--- src/sv/sha1md_pkg.sv ---
// ----------------------------------------------------------------------------
// sha1md_pkg
// Shared types and constants for the SHA-1 message digest block.
// ----------------------------------------------------------------------------
package sha1md_pkg;

    typedef logic [15:0][31:0] blk_t;

    typedef struct packed {
        blk_t words;
        logic final_blk;
    } q_entry_t;

    typedef struct packed {
        logic valid;
        logic full;
    } q_ctl_t;

    localparam logic [31:0] H0 = 32'h67452301;
    localparam logic [31:0] H1 = 32'hEFCDAB89;
    localparam logic [31:0] H2 = 32'h98BADCFE;
    localparam logic [31:0] H3 = 32'h10325476;
    localparam logic [31:0] H4 = 32'hC3D2E1F0;

    localparam logic [31:0] K0 = 32'h5A827999;
    localparam logic [31:0] K1 = 32'h6ED9EBA1;
    localparam logic [31:0] K2 = 32'h8F1BBCDC;
    localparam logic [31:0] K3 = 32'hCA62C1D6;

    localparam logic [7:0] PAD_BYTE = 8'h80;

endpackage

--- src/sv/sha1_message_digest.sv ---
// ----------------------------------------------------------------------------
// sha1_message_digest
// SHA-1 hash of a byte stream, digest out as five 32-bit words.
// ----------------------------------------------------------------------------
// Send the message one byte per transaction with tuser high; tlast marks the
// final transaction, which may carry no byte (tuser low) for an empty
// message. Bytes are taken while the packer accumulates; after each 64-byte
// block it holds input off while handing the block to a two-block queue,
// waiting while the queue is full. The compression engine loads a block, runs
// 80 rounds and does the chaining update; sustained throughput is set by the
// one-round-per-cycle engine. At message end padding adds one or two blocks,
// then the digest leaves as five transactions, word 0 first, tlast on word 4.
// ----------------------------------------------------------------------------
module sha1_message_digest
    import sha1md_pkg::*;
(
    input  logic        clk,
    input  logic        rst_n,
    input  logic        s_tvalid,
    output logic        s_tready,
    input  logic [7:0]  s_tdata,   // [7:0] data_byte
    input  logic        s_tuser,   // byte_present
    input  logic        s_tlast,   // end_of_message
    output logic        m_tvalid,
    input  logic        m_tready,
    output logic [39:0] m_tdata,   // [31:0] digest_word, [34:32] word_index, zero fill
    output logic        m_tlast    // last_word
);

    q_ctl_t      q_ctl;
    q_entry_t    push_entry, pop_entry;
    logic        push, pop;
    logic [31:0] out_word;
    logic [2:0]  out_index;

    sha1md_front u_front (
        .clk        (clk),
        .rst_n      (rst_n),
        .in_byte    (s_tdata),
        .in_present (s_tuser),
        .in_last    (s_tlast),
        .in_valid   (s_tvalid),
        .in_ready   (s_tready),
        .q_ctl      (q_ctl),
        .push       (push),
        .push_entry (push_entry)
    );

    sha1md_queue u_queue (
        .clk        (clk),
        .rst_n      (rst_n),
        .push       (push),
        .push_entry (push_entry),
        .pop        (pop),
        .pop_entry  (pop_entry),
        .q_ctl      (q_ctl)
    );

    sha1md_core u_core (
        .clk       (clk),
        .rst_n     (rst_n),
        .q_ctl     (q_ctl),
        .pop_entry (pop_entry),
        .pop       (pop),
        .out_word  (out_word),
        .out_index (out_index),
        .out_last  (m_tlast),
        .out_valid (m_tvalid),
        .out_ready (m_tready)
    );

    assign m_tdata = {5'd0, out_index, out_word};

endmodule

--- src/sv/sha1md_front.sv ---
// ----------------------------------------------------------------------------
// sha1md_front
// Packs message bytes into 64-byte blocks, appends padding and bit length,
// and hands each block to the queue.
// ----------------------------------------------------------------------------
module sha1md_front
    import sha1md_pkg::*;
(
    input  logic       clk,
    input  logic       rst_n,
    input  logic [7:0] in_byte,
    input  logic       in_present,
    input  logic       in_last,
    input  logic       in_valid,
    output logic       in_ready,
    input  q_ctl_t     q_ctl,
    output logic       push,
    output q_entry_t   push_entry
);

    localparam logic [1:0] ST_ACC  = 2'd0;
    localparam logic [1:0] ST_PUSH = 2'd1;
    localparam logic [1:0] ST_PAD  = 2'd2;
    localparam logic [1:0] ST_ZLEN = 2'd3;

    logic [1:0]  st_reg, st_next;
    logic [5:0]  pos_reg, pos_next;
    logic [60:0] cnt_reg, cnt_next;
    logic        fin_reg, fin_next;
    logic        endp_reg, endp_next;
    logic        padded_reg, padded_next;
    blk_t        buf_reg, buf_next;
    logic [63:0] len_bits;
    logic [3:0]  wi;
    logic [31:0] cur_word;

    assign len_bits         = {cnt_reg, 3'b000};
    assign wi               = pos_reg[5:2];
    assign cur_word         = buf_reg[wi];
    assign in_ready         = (st_reg == ST_ACC);
    assign push             = (st_reg == ST_PUSH);
    assign push_entry.words = buf_reg;
    assign push_entry.final_blk = fin_reg;

    always_comb
    begin
        st_next     = st_reg;
        pos_next    = pos_reg;
        cnt_next    = cnt_reg;
        fin_next    = fin_reg;
        endp_next   = endp_reg;
        padded_next = padded_reg;
        buf_next    = buf_reg;
        unique case (st_reg)
            ST_ACC:
            begin
                if (in_valid)
                begin
                    if (in_present)
                    begin
                        case (pos_reg[1:0])
                            2'd0:    buf_next[wi] = {in_byte, 24'd0};
                            2'd1:    buf_next[wi] = {cur_word[31:24], in_byte, 16'd0};
                            2'd2:    buf_next[wi] = {cur_word[31:16], in_byte, 8'd0};
                            default: buf_next[wi] = {cur_word[31:8], in_byte};
                        endcase
                        pos_next = pos_reg + 6'd1;
                        cnt_next = cnt_reg + 61'd1;
                        if (pos_reg == 6'd63)
                        begin
                            st_next   = ST_PUSH;
                            fin_next  = 1'b0;
                            endp_next = in_last;
                        end
                        else if (in_last)
                        begin
                            st_next = ST_PAD;
                        end
                    end
                    else if (in_last)
                    begin
                        st_next = ST_PAD;
                    end
                end
            end
            ST_PAD:
            begin
                for (int i = 0; i < 16; i++)
                begin
                    if (4'(i) > wi)
                    begin
                        buf_next[i] = 32'd0;
                    end
                end
                case (pos_reg[1:0])
                    2'd0:    buf_next[wi] = {PAD_BYTE, 24'd0};
                    2'd1:    buf_next[wi] = {cur_word[31:24], PAD_BYTE, 16'd0};
                    2'd2:    buf_next[wi] = {cur_word[31:16], PAD_BYTE, 8'd0};
                    default: buf_next[wi] = {cur_word[31:8], PAD_BYTE};
                endcase
                if (pos_reg < 6'd56)
                begin
                    buf_next[14] = len_bits[63:32];
                    buf_next[15] = len_bits[31:0];
                    fin_next     = 1'b1;
                end
                else
                begin
                    fin_next = 1'b0;
                end
                padded_next = 1'b1;
                st_next     = ST_PUSH;
            end
            ST_ZLEN:
            begin
                for (int i = 0; i < 14; i++)
                begin
                    buf_next[i] = 32'd0;
                end
                buf_next[14] = len_bits[63:32];
                buf_next[15] = len_bits[31:0];
                fin_next     = 1'b1;
                st_next      = ST_PUSH;
            end
            ST_PUSH:
            begin
                if (!q_ctl.full)
                begin
                    if (fin_reg)
                    begin
                        pos_next    = 6'd0;
                        cnt_next    = 61'd0;
                        padded_next = 1'b0;
                        st_next     = ST_ACC;
                    end
                    else if (padded_reg)
                    begin
                        st_next = ST_ZLEN;
                    end
                    else if (endp_reg)
                    begin
                        endp_next = 1'b0;
                        st_next   = ST_PAD;
                    end
                    else
                    begin
                        st_next = ST_ACC;
                    end
                end
            end
            default:
            begin
                st_next = ST_ACC;
            end
        endcase
    end

    always_ff @(posedge clk or negedge rst_n)
    begin
        if (!rst_n)
        begin
            st_reg     <= ST_ACC;
            pos_reg    <= 6'd0;
            cnt_reg    <= 61'd0;
            fin_reg    <= 1'b0;
            endp_reg   <= 1'b0;
            padded_reg <= 1'b0;
        end
        else
        begin
            st_reg     <= st_next;
            pos_reg    <= pos_next;
            cnt_reg    <= cnt_next;
            fin_reg    <= fin_next;
            endp_reg   <= endp_next;
            padded_reg <= padded_next;
        end
    end

    always_ff @(posedge clk)
    begin
        buf_reg <= buf_next;
    end

endmodule

--- src/sv/sha1md_queue.sv ---
// ----------------------------------------------------------------------------
// sha1md_queue
// Two-entry block queue between the packer and the compression engine.
// ----------------------------------------------------------------------------
module sha1md_queue
    import sha1md_pkg::*;
(
    input  logic     clk,
    input  logic     rst_n,
    input  logic     push,
    input  q_entry_t push_entry,
    input  logic     pop,
    output q_entry_t pop_entry,
    output q_ctl_t   q_ctl
);

    q_entry_t   mem [2];
    logic       wr_ptr_reg, wr_ptr_next;
    logic       rd_ptr_reg, rd_ptr_next;
    logic [1:0] cnt_reg, cnt_next;
    logic       do_push, do_pop;

    assign q_ctl.full  = (cnt_reg == 2'd2);
    assign q_ctl.valid = (cnt_reg != 2'd0);
    assign do_push     = push && !q_ctl.full;
    assign do_pop      = pop && q_ctl.valid;
    assign pop_entry   = mem[rd_ptr_reg];

    always_comb
    begin
        wr_ptr_next = wr_ptr_reg ^ do_push;
        rd_ptr_next = rd_ptr_reg ^ do_pop;
        cnt_next    = cnt_reg + {1'b0, do_push} - {1'b0, do_pop};
    end

    always_ff @(posedge clk)
    begin
        if (do_push)
        begin
            mem[wr_ptr_reg] <= push_entry;
        end
    end

    always_ff @(posedge clk or negedge rst_n)
    begin
        if (!rst_n)
        begin
            wr_ptr_reg <= 1'b0;
            rd_ptr_reg <= 1'b0;
            cnt_reg    <= 2'd0;
        end
        else
        begin
            wr_ptr_reg <= wr_ptr_next;
            rd_ptr_reg <= rd_ptr_next;
            cnt_reg    <= cnt_next;
        end
    end

endmodule

--- src/sv/sha1md_core.sv ---
// ----------------------------------------------------------------------------
// sha1md_core
// SHA-1 compression engine, one round per cycle, with chaining update and
// digest word output.
// ----------------------------------------------------------------------------
module sha1md_core
    import sha1md_pkg::*;
(
    input  logic        clk,
    input  logic        rst_n,
    input  q_ctl_t      q_ctl,
    input  q_entry_t    pop_entry,
    output logic        pop,
    output logic [31:0] out_word,
    output logic [2:0]  out_index,
    output logic        out_last,
    output logic        out_valid,
    input  logic        out_ready
);

    localparam logic [1:0] ST_IDLE  = 2'd0;
    localparam logic [1:0] ST_ROUND = 2'd1;
    localparam logic [1:0] ST_FIN   = 2'd2;
    localparam logic [1:0] ST_OUT   = 2'd3;

    logic [1:0]  st_reg, st_next;
    logic [6:0]  rnd_reg, rnd_next;
    logic [2:0]  idx_reg, idx_next;
    logic        fin_reg, fin_next;
    logic [31:0] chain_reg [5];
    logic [31:0] chain_next [5];
    logic [31:0] v_reg [5];
    logic [31:0] v_next [5];
    logic [31:0] win_reg [16];
    logic [31:0] win_next [16];
    logic [31:0] fn, kc, tmp, wx;

    assign pop       = (st_reg == ST_IDLE) && q_ctl.valid;
    assign out_valid = (st_reg == ST_OUT);
    assign out_word  = chain_reg[idx_reg];
    assign out_index = idx_reg;
    assign out_last  = (idx_reg == 3'd4);

    always_comb
    begin
        if (rnd_reg < 7'd20)
        begin
            fn = (v_reg[1] & v_reg[2]) | (~v_reg[1] & v_reg[3]);
            kc = K0;
        end
        else if (rnd_reg < 7'd40)
        begin
            fn = v_reg[1] ^ v_reg[2] ^ v_reg[3];
            kc = K1;
        end
        else if (rnd_reg < 7'd60)
        begin
            fn = (v_reg[1] & v_reg[2]) | (v_reg[1] & v_reg[3]) | (v_reg[2] & v_reg[3]);
            kc = K2;
        end
        else
        begin
            fn = v_reg[1] ^ v_reg[2] ^ v_reg[3];
            kc = K3;
        end
        tmp = {v_reg[0][26:0], v_reg[0][31:27]} + fn + v_reg[4] + kc + win_reg[0];
        wx  = win_reg[13] ^ win_reg[8] ^ win_reg[2] ^ win_reg[0];
    end

    always_comb
    begin
        st_next  = st_reg;
        rnd_next = rnd_reg;
        idx_next = idx_reg;
        fin_next = fin_reg;
        chain_next = chain_reg;
        v_next     = v_reg;
        win_next   = win_reg;
        unique case (st_reg)
            ST_IDLE:
            begin
                if (q_ctl.valid)
                begin
                    for (int i = 0; i < 16; i++)
                    begin
                        win_next[i] = pop_entry.words[i];
                    end
                    v_next   = chain_reg;
                    fin_next = pop_entry.final_blk;
                    rnd_next = 7'd0;
                    st_next  = ST_ROUND;
                end
            end
            ST_ROUND:
            begin
                v_next[4] = v_reg[3];
                v_next[3] = v_reg[2];
                v_next[2] = {v_reg[1][1:0], v_reg[1][31:2]};
                v_next[1] = v_reg[0];
                v_next[0] = tmp;
                for (int i = 0; i < 15; i++)
                begin
                    win_next[i] = win_reg[i + 1];
                end
                win_next[15] = {wx[30:0], wx[31]};
                rnd_next = rnd_reg + 7'd1;
                if (rnd_reg == 7'd79)
                begin
                    st_next = ST_FIN;
                end
            end
            ST_FIN:
            begin
                for (int i = 0; i < 5; i++)
                begin
                    chain_next[i] = chain_reg[i] + v_reg[i];
                end
                idx_next = 3'd0;
                st_next  = fin_reg ? ST_OUT : ST_IDLE;
            end
            ST_OUT:
            begin
                if (out_ready)
                begin
                    if (idx_reg == 3'd4)
                    begin
                        chain_next[0] = H0;
                        chain_next[1] = H1;
                        chain_next[2] = H2;
                        chain_next[3] = H3;
                        chain_next[4] = H4;
                        st_next       = ST_IDLE;
                    end
                    else
                    begin
                        idx_next = idx_reg + 3'd1;
                    end
                end
            end
            default:
            begin
                st_next = ST_IDLE;
            end
        endcase
    end

    always_ff @(posedge clk or negedge rst_n)
    begin
        if (!rst_n)
        begin
            st_reg       <= ST_IDLE;
            rnd_reg      <= 7'd0;
            idx_reg      <= 3'd0;
            fin_reg      <= 1'b0;
            chain_reg[0] <= H0;
            chain_reg[1] <= H1;
            chain_reg[2] <= H2;
            chain_reg[3] <= H3;
            chain_reg[4] <= H4;
        end
        else
        begin
            st_reg    <= st_next;
            rnd_reg   <= rnd_next;
            idx_reg   <= idx_next;
            fin_reg   <= fin_next;
            chain_reg <= chain_next;
        end
    end

    always_ff @(posedge clk)
    begin
        v_reg   <= v_next;
        win_reg <= win_next;
    end

endmodule
--- config.mk ---
export PLATFORM = sky130hd
export DESIGN_NAME = sha1_message_digest
export DESIGN_NICKNAME = d
export VERILOG_FILES = /design/src/sv/sha1md_pkg.sv /design/src/sv/sha1_message_digest.sv /design/src/sv/sha1md_front.sv /design/src/sv/sha1md_queue.sv /design/src/sv/sha1md_core.sv
export SDC_FILE = /design/constraint.sdc
export NUM_CORES = 2
export LEC_CHECK = 0
export BUFFER_PORTS_ARGS = -buffer_cell sky130_fd_sc_hd__buf_2
export CORE_MARGIN = 10
export CORE_UTILIZATION = 40
export CTS_BUF_LIST = sky130_fd_sc_hd__clkbuf_16
export CTS_CLUSTER_DIAMETER = 120
export DETAILED_ROUTE_END_ITERATION = 7
export GPL_TIMING_DRIVEN = 0
export PLACE_DENSITY_LB_ADDON = 0.2
export SLEW_MARGIN = 30
export SYNTH_ARGS = -nofsm -noshare
export SYNTH_HDL_FRONTEND = slang
export SYNTH_SLANG_ARGS = --single-unit
--- constraint.sdc ---
create_clock -name clk -period 14.1 [get_ports clk]
set_clock_uncertainty 0.15 [all_clocks]
set_input_delay 0.705 -clock clk [delete_from_list [all_inputs] [get_ports clk]]
set_output_delay 0.705 -clock clk [all_outputs]
set_load 0.1 [all_outputs]
==> results.md <==
- Unrepaired setup endpoints after global routing: no
- Adder-Cell Fraction of Synth Area: approximately 4.6%
- Crit. End Element: flip-flop
- Worst slew pin tran: 1.23 ns
- WL/cell: around 41 um
- Overall routing resource usage: 36.4%
- Final setup violating endpoints: 0
- CTS tree: done
- Total CTS buffers: 288
- Most frequent cells after synthesis: edfxtp_1 (2210), nand2_1 (1547), o21ai_0 (1114)
- CP Max Fanout: 10
- IO buf count: 45
- Clock latency on the worst-skew pair: 0.95 ns
- Mapped Area: approximately 120000 sq um
- DRT antenna net count: 0
- Netlist cell types: 89
- Top-area cell type share of the netlist area: 55.8%
- Final slew viol count: 0
- WHS Path Cells: 3
- Min-Delay Path Class: primary input to flip-flop
- Die Ht: 565 um
- Largest net degree at the start of global routing: 80
- Die W: 565 um
- Crit path to: u_core.v_reg[158]$_DFFE_PP_
- Top FF cell, synth: edfxtp_1
- Max Freq: between 90 and 100 MHz
- First-pass GRT wire length: 788000 um
- Setup TNS: 0 ns
- Tcrit/Tclk final: 73.8%
- Post-synth EDFFs: 2210
- Nets: 10634
- Reg clk slew, reported paths: 0.06 ns
- Fill cells: roughly 27000
- Critical Path AT: 10.89 ns
- Max reg flops: ~1000
- Vias in the first global route: 88178
- CTS Root Cell: clkbuf_16
- Sequential cell area: about 73000 sq um
- Reg-to-Reg End: u_core.v_reg[158]$_DFFE_PP_
- Synthesized instance count: 9782
- Worst path required time: 14.59 ns
- Share of layout cells above drive strength 1: 11.4%
- R2r setup slk: 3.70 ns
- Cell taking the most area after synthesis: edfxtp_1
- Vias per inst: 6.39
- CTS sink cnt: approximately 2500
- Area taken by multi-input logic gates: 43400 sq um
- Top Ports: 57
- R2R depth: 25
- Initial DRC Count: between 10000 and 15000
- Post-synthesis sequential area ratio: approximately 61%
- Main area contributors after synthesis: edfxtp_1 (56%), nand2_1 (4.9%), o21ai_0 (4.7%), mux2i_1 (4.4%), dfrtp_1 (3.6%)
- Max_cap viols: 0
- Area delta synth->final: 15.5%
- Post-route cell area: roughly 140000 sq um
- Initial antenna violation count: 73
- Status: finished, final reports clean
- Mux cell area share after synthesis: under 10%
- Compound-Gate Fraction of Synth Area: 12.4%
- RD Place Congestion: 1.04
- Slew HR: 17.8%
- Critical path startpoint: u_core.rnd_reg[4]$_DFFE_PN0P_
- Simple-Gate Fraction of Synth Area: 9.30%
- Post-CTS Setup Inserts: 0
- Clock buffer depth: 4
- Final wirelength: 599000 um
- Row Count: 200
- Starting Density: 40.1%
- Xor/xnor share of the synthesized area: 2.31%
- Avg Inst Size Synth: 12.1 sq um
- Yosys reg bits: 2459
- CP startpoint kind: flip-flop
- Largest family of logic cells by synthesized area: compound AO/OA/AOI/OAI gates
- Htree depth: 5
- Tmin final: 10.40 ns
- Detailed placement HPWL: 467000 um
- Final Hold Viols: 0
- Setup Crit Path Kind: flip-flop to flip-flop
- Yosys warns: 0
- Core Box Area: between 200000 and 300000 sq um
- DRT Pass-1 Iters: 7
- Worst R2R Start: u_core.rnd_reg[4]$_DFFE_PN0P_
- DIE AREA: 319000 sq um
- Number of remaining DRC errors: 0
- Post-cts resize count: 0
- DP Area: about 130000 sq um
- Fraction of registers with async set/reset: between 10 and 15%
- Via Count: 92424
- Global route total overflow: 0
- Count leader, synth: edfxtp_1
## how the worst min path moves through the flow
stage / start / end / slack, ns
6_report: s_tlast / u_front.endp_reg$_DFFE_PN0P_ / 0.17
5_1_grt: s_tlast / u_front.endp_reg$_DFFE_PN0P_ / 0.18
4_1_cts: s_tlast / u_front.endp_reg$_DFFE_PN0P_ / 0.08
3_5_place_dp: flip-flop / u_queue.mem[1][327]$_DFFE_PP_ / 0.31
3_3_place_gp: flip-flop / u_queue.mem[1][358]$_DFFE_PP_ / 0.30
2_1_floorplan: rst_n / u_core.chain_reg[0]$_DFFE_PN0P_ / 0.26
## routing by layer
metal	vias up	wire (um)	global-route usage, %
met5	-	74	0
met4	10	57400	27.4
met3	1676	53500	7.23
met2	6063	268000	57.0
met1	47228	220000	44.7
li1	37447	-	-
## area by class of cell
type                    instances  area share (%)
plain buffers                 588            1.90
clock buffers                 290            5.29
flip-flops and latches       2459            53.0
diodes                         43          0.0784
repair buffers                184            2.32
clock inverters               225            1.53
inverters                     266           0.736
multi-input cells            6473            31.6
well taps                    3939            3.59
## metrics by stage
step | hold slack [ns] | std cells | utilization, % | worst slack [ns]
after CTS | 0.0796 | 14423 | 46.3 | 3.69
after global routing | 0.179 | 14428 | 46.3 | 3.63
final | 0.166 | 14467 | 46.3 | 3.70
after detailed placement | 0.313 | 13906 | 43.1 | 3.72
after global placement | 0.303 | 13770 | 41.9 | -9.95
after floorplan | 0.259 | 9786 | - | 0.197
## worst max-delay path, stage by stage (launching register included)
cell      delay, ns
dfrtp_1        0.37
clkbuf_1       0.21
a41oi_1        0.59
inv_1          0.41
nor2_1         0.72
clkinv_1       0.75
nand2_1        0.75
clkbuf_1       0.75
o21ai_0        0.35
fa_1           0.60
inv_1          0.06
fa_1           0.50
inv_1          0.05
fa_1           0.47
inv_1          0.05
ha_1           0.33
and2_1         0.18
a311o_1        0.36
o22ai_1        0.33
o21ai_1        0.20
a31oi_2        0.54
o221ai_1       0.38
or4_1          0.50
a31oi_1        0.22
xor2_1         0.19
o21ai_0        0.09
## cell families after synthesis
family | count (synthesis)
simple gates | 2649
compound gates | 2463
flops | 2459
buf+inv | 854
mux | 682
fa+ha+maj | 360
xor+xnor | 314
other cells | 1
## cell usage in the layout (no fill, tap or decap), drive strengths merged, types with 100 or more instances in the layout
| cell | instances |
|---|---|
| clkinv | 115 |
| nand2 | 1547 |
| dfrtp | 169 |
| o22ai | 100 |
| a22oi | 103 |
| xnor2 | 154 |
| fa | 124 |
| mux4 | 152 |
| edfxtp | 2210 |
| a21oi | 484 |
| buf | 270 |
| inv | 330 |
| ha | 236 |
| clkbuf | 790 |
| nand3 | 146 |
| xor2 | 160 |
| mux2i | 523 |
| o21ai | 1130 |
| nor2 | 599 |
## what timing repair did
action | CTS | global route
endpoints found under the hold margin | 60 | 0
endpoints found under the setup margin | 0 | 0
hold buffers | 2 | 0
Power is left out: the tool's default activity adds up to more than one toggle a clock period on the data nets, which glitch-free logic cannot reach.
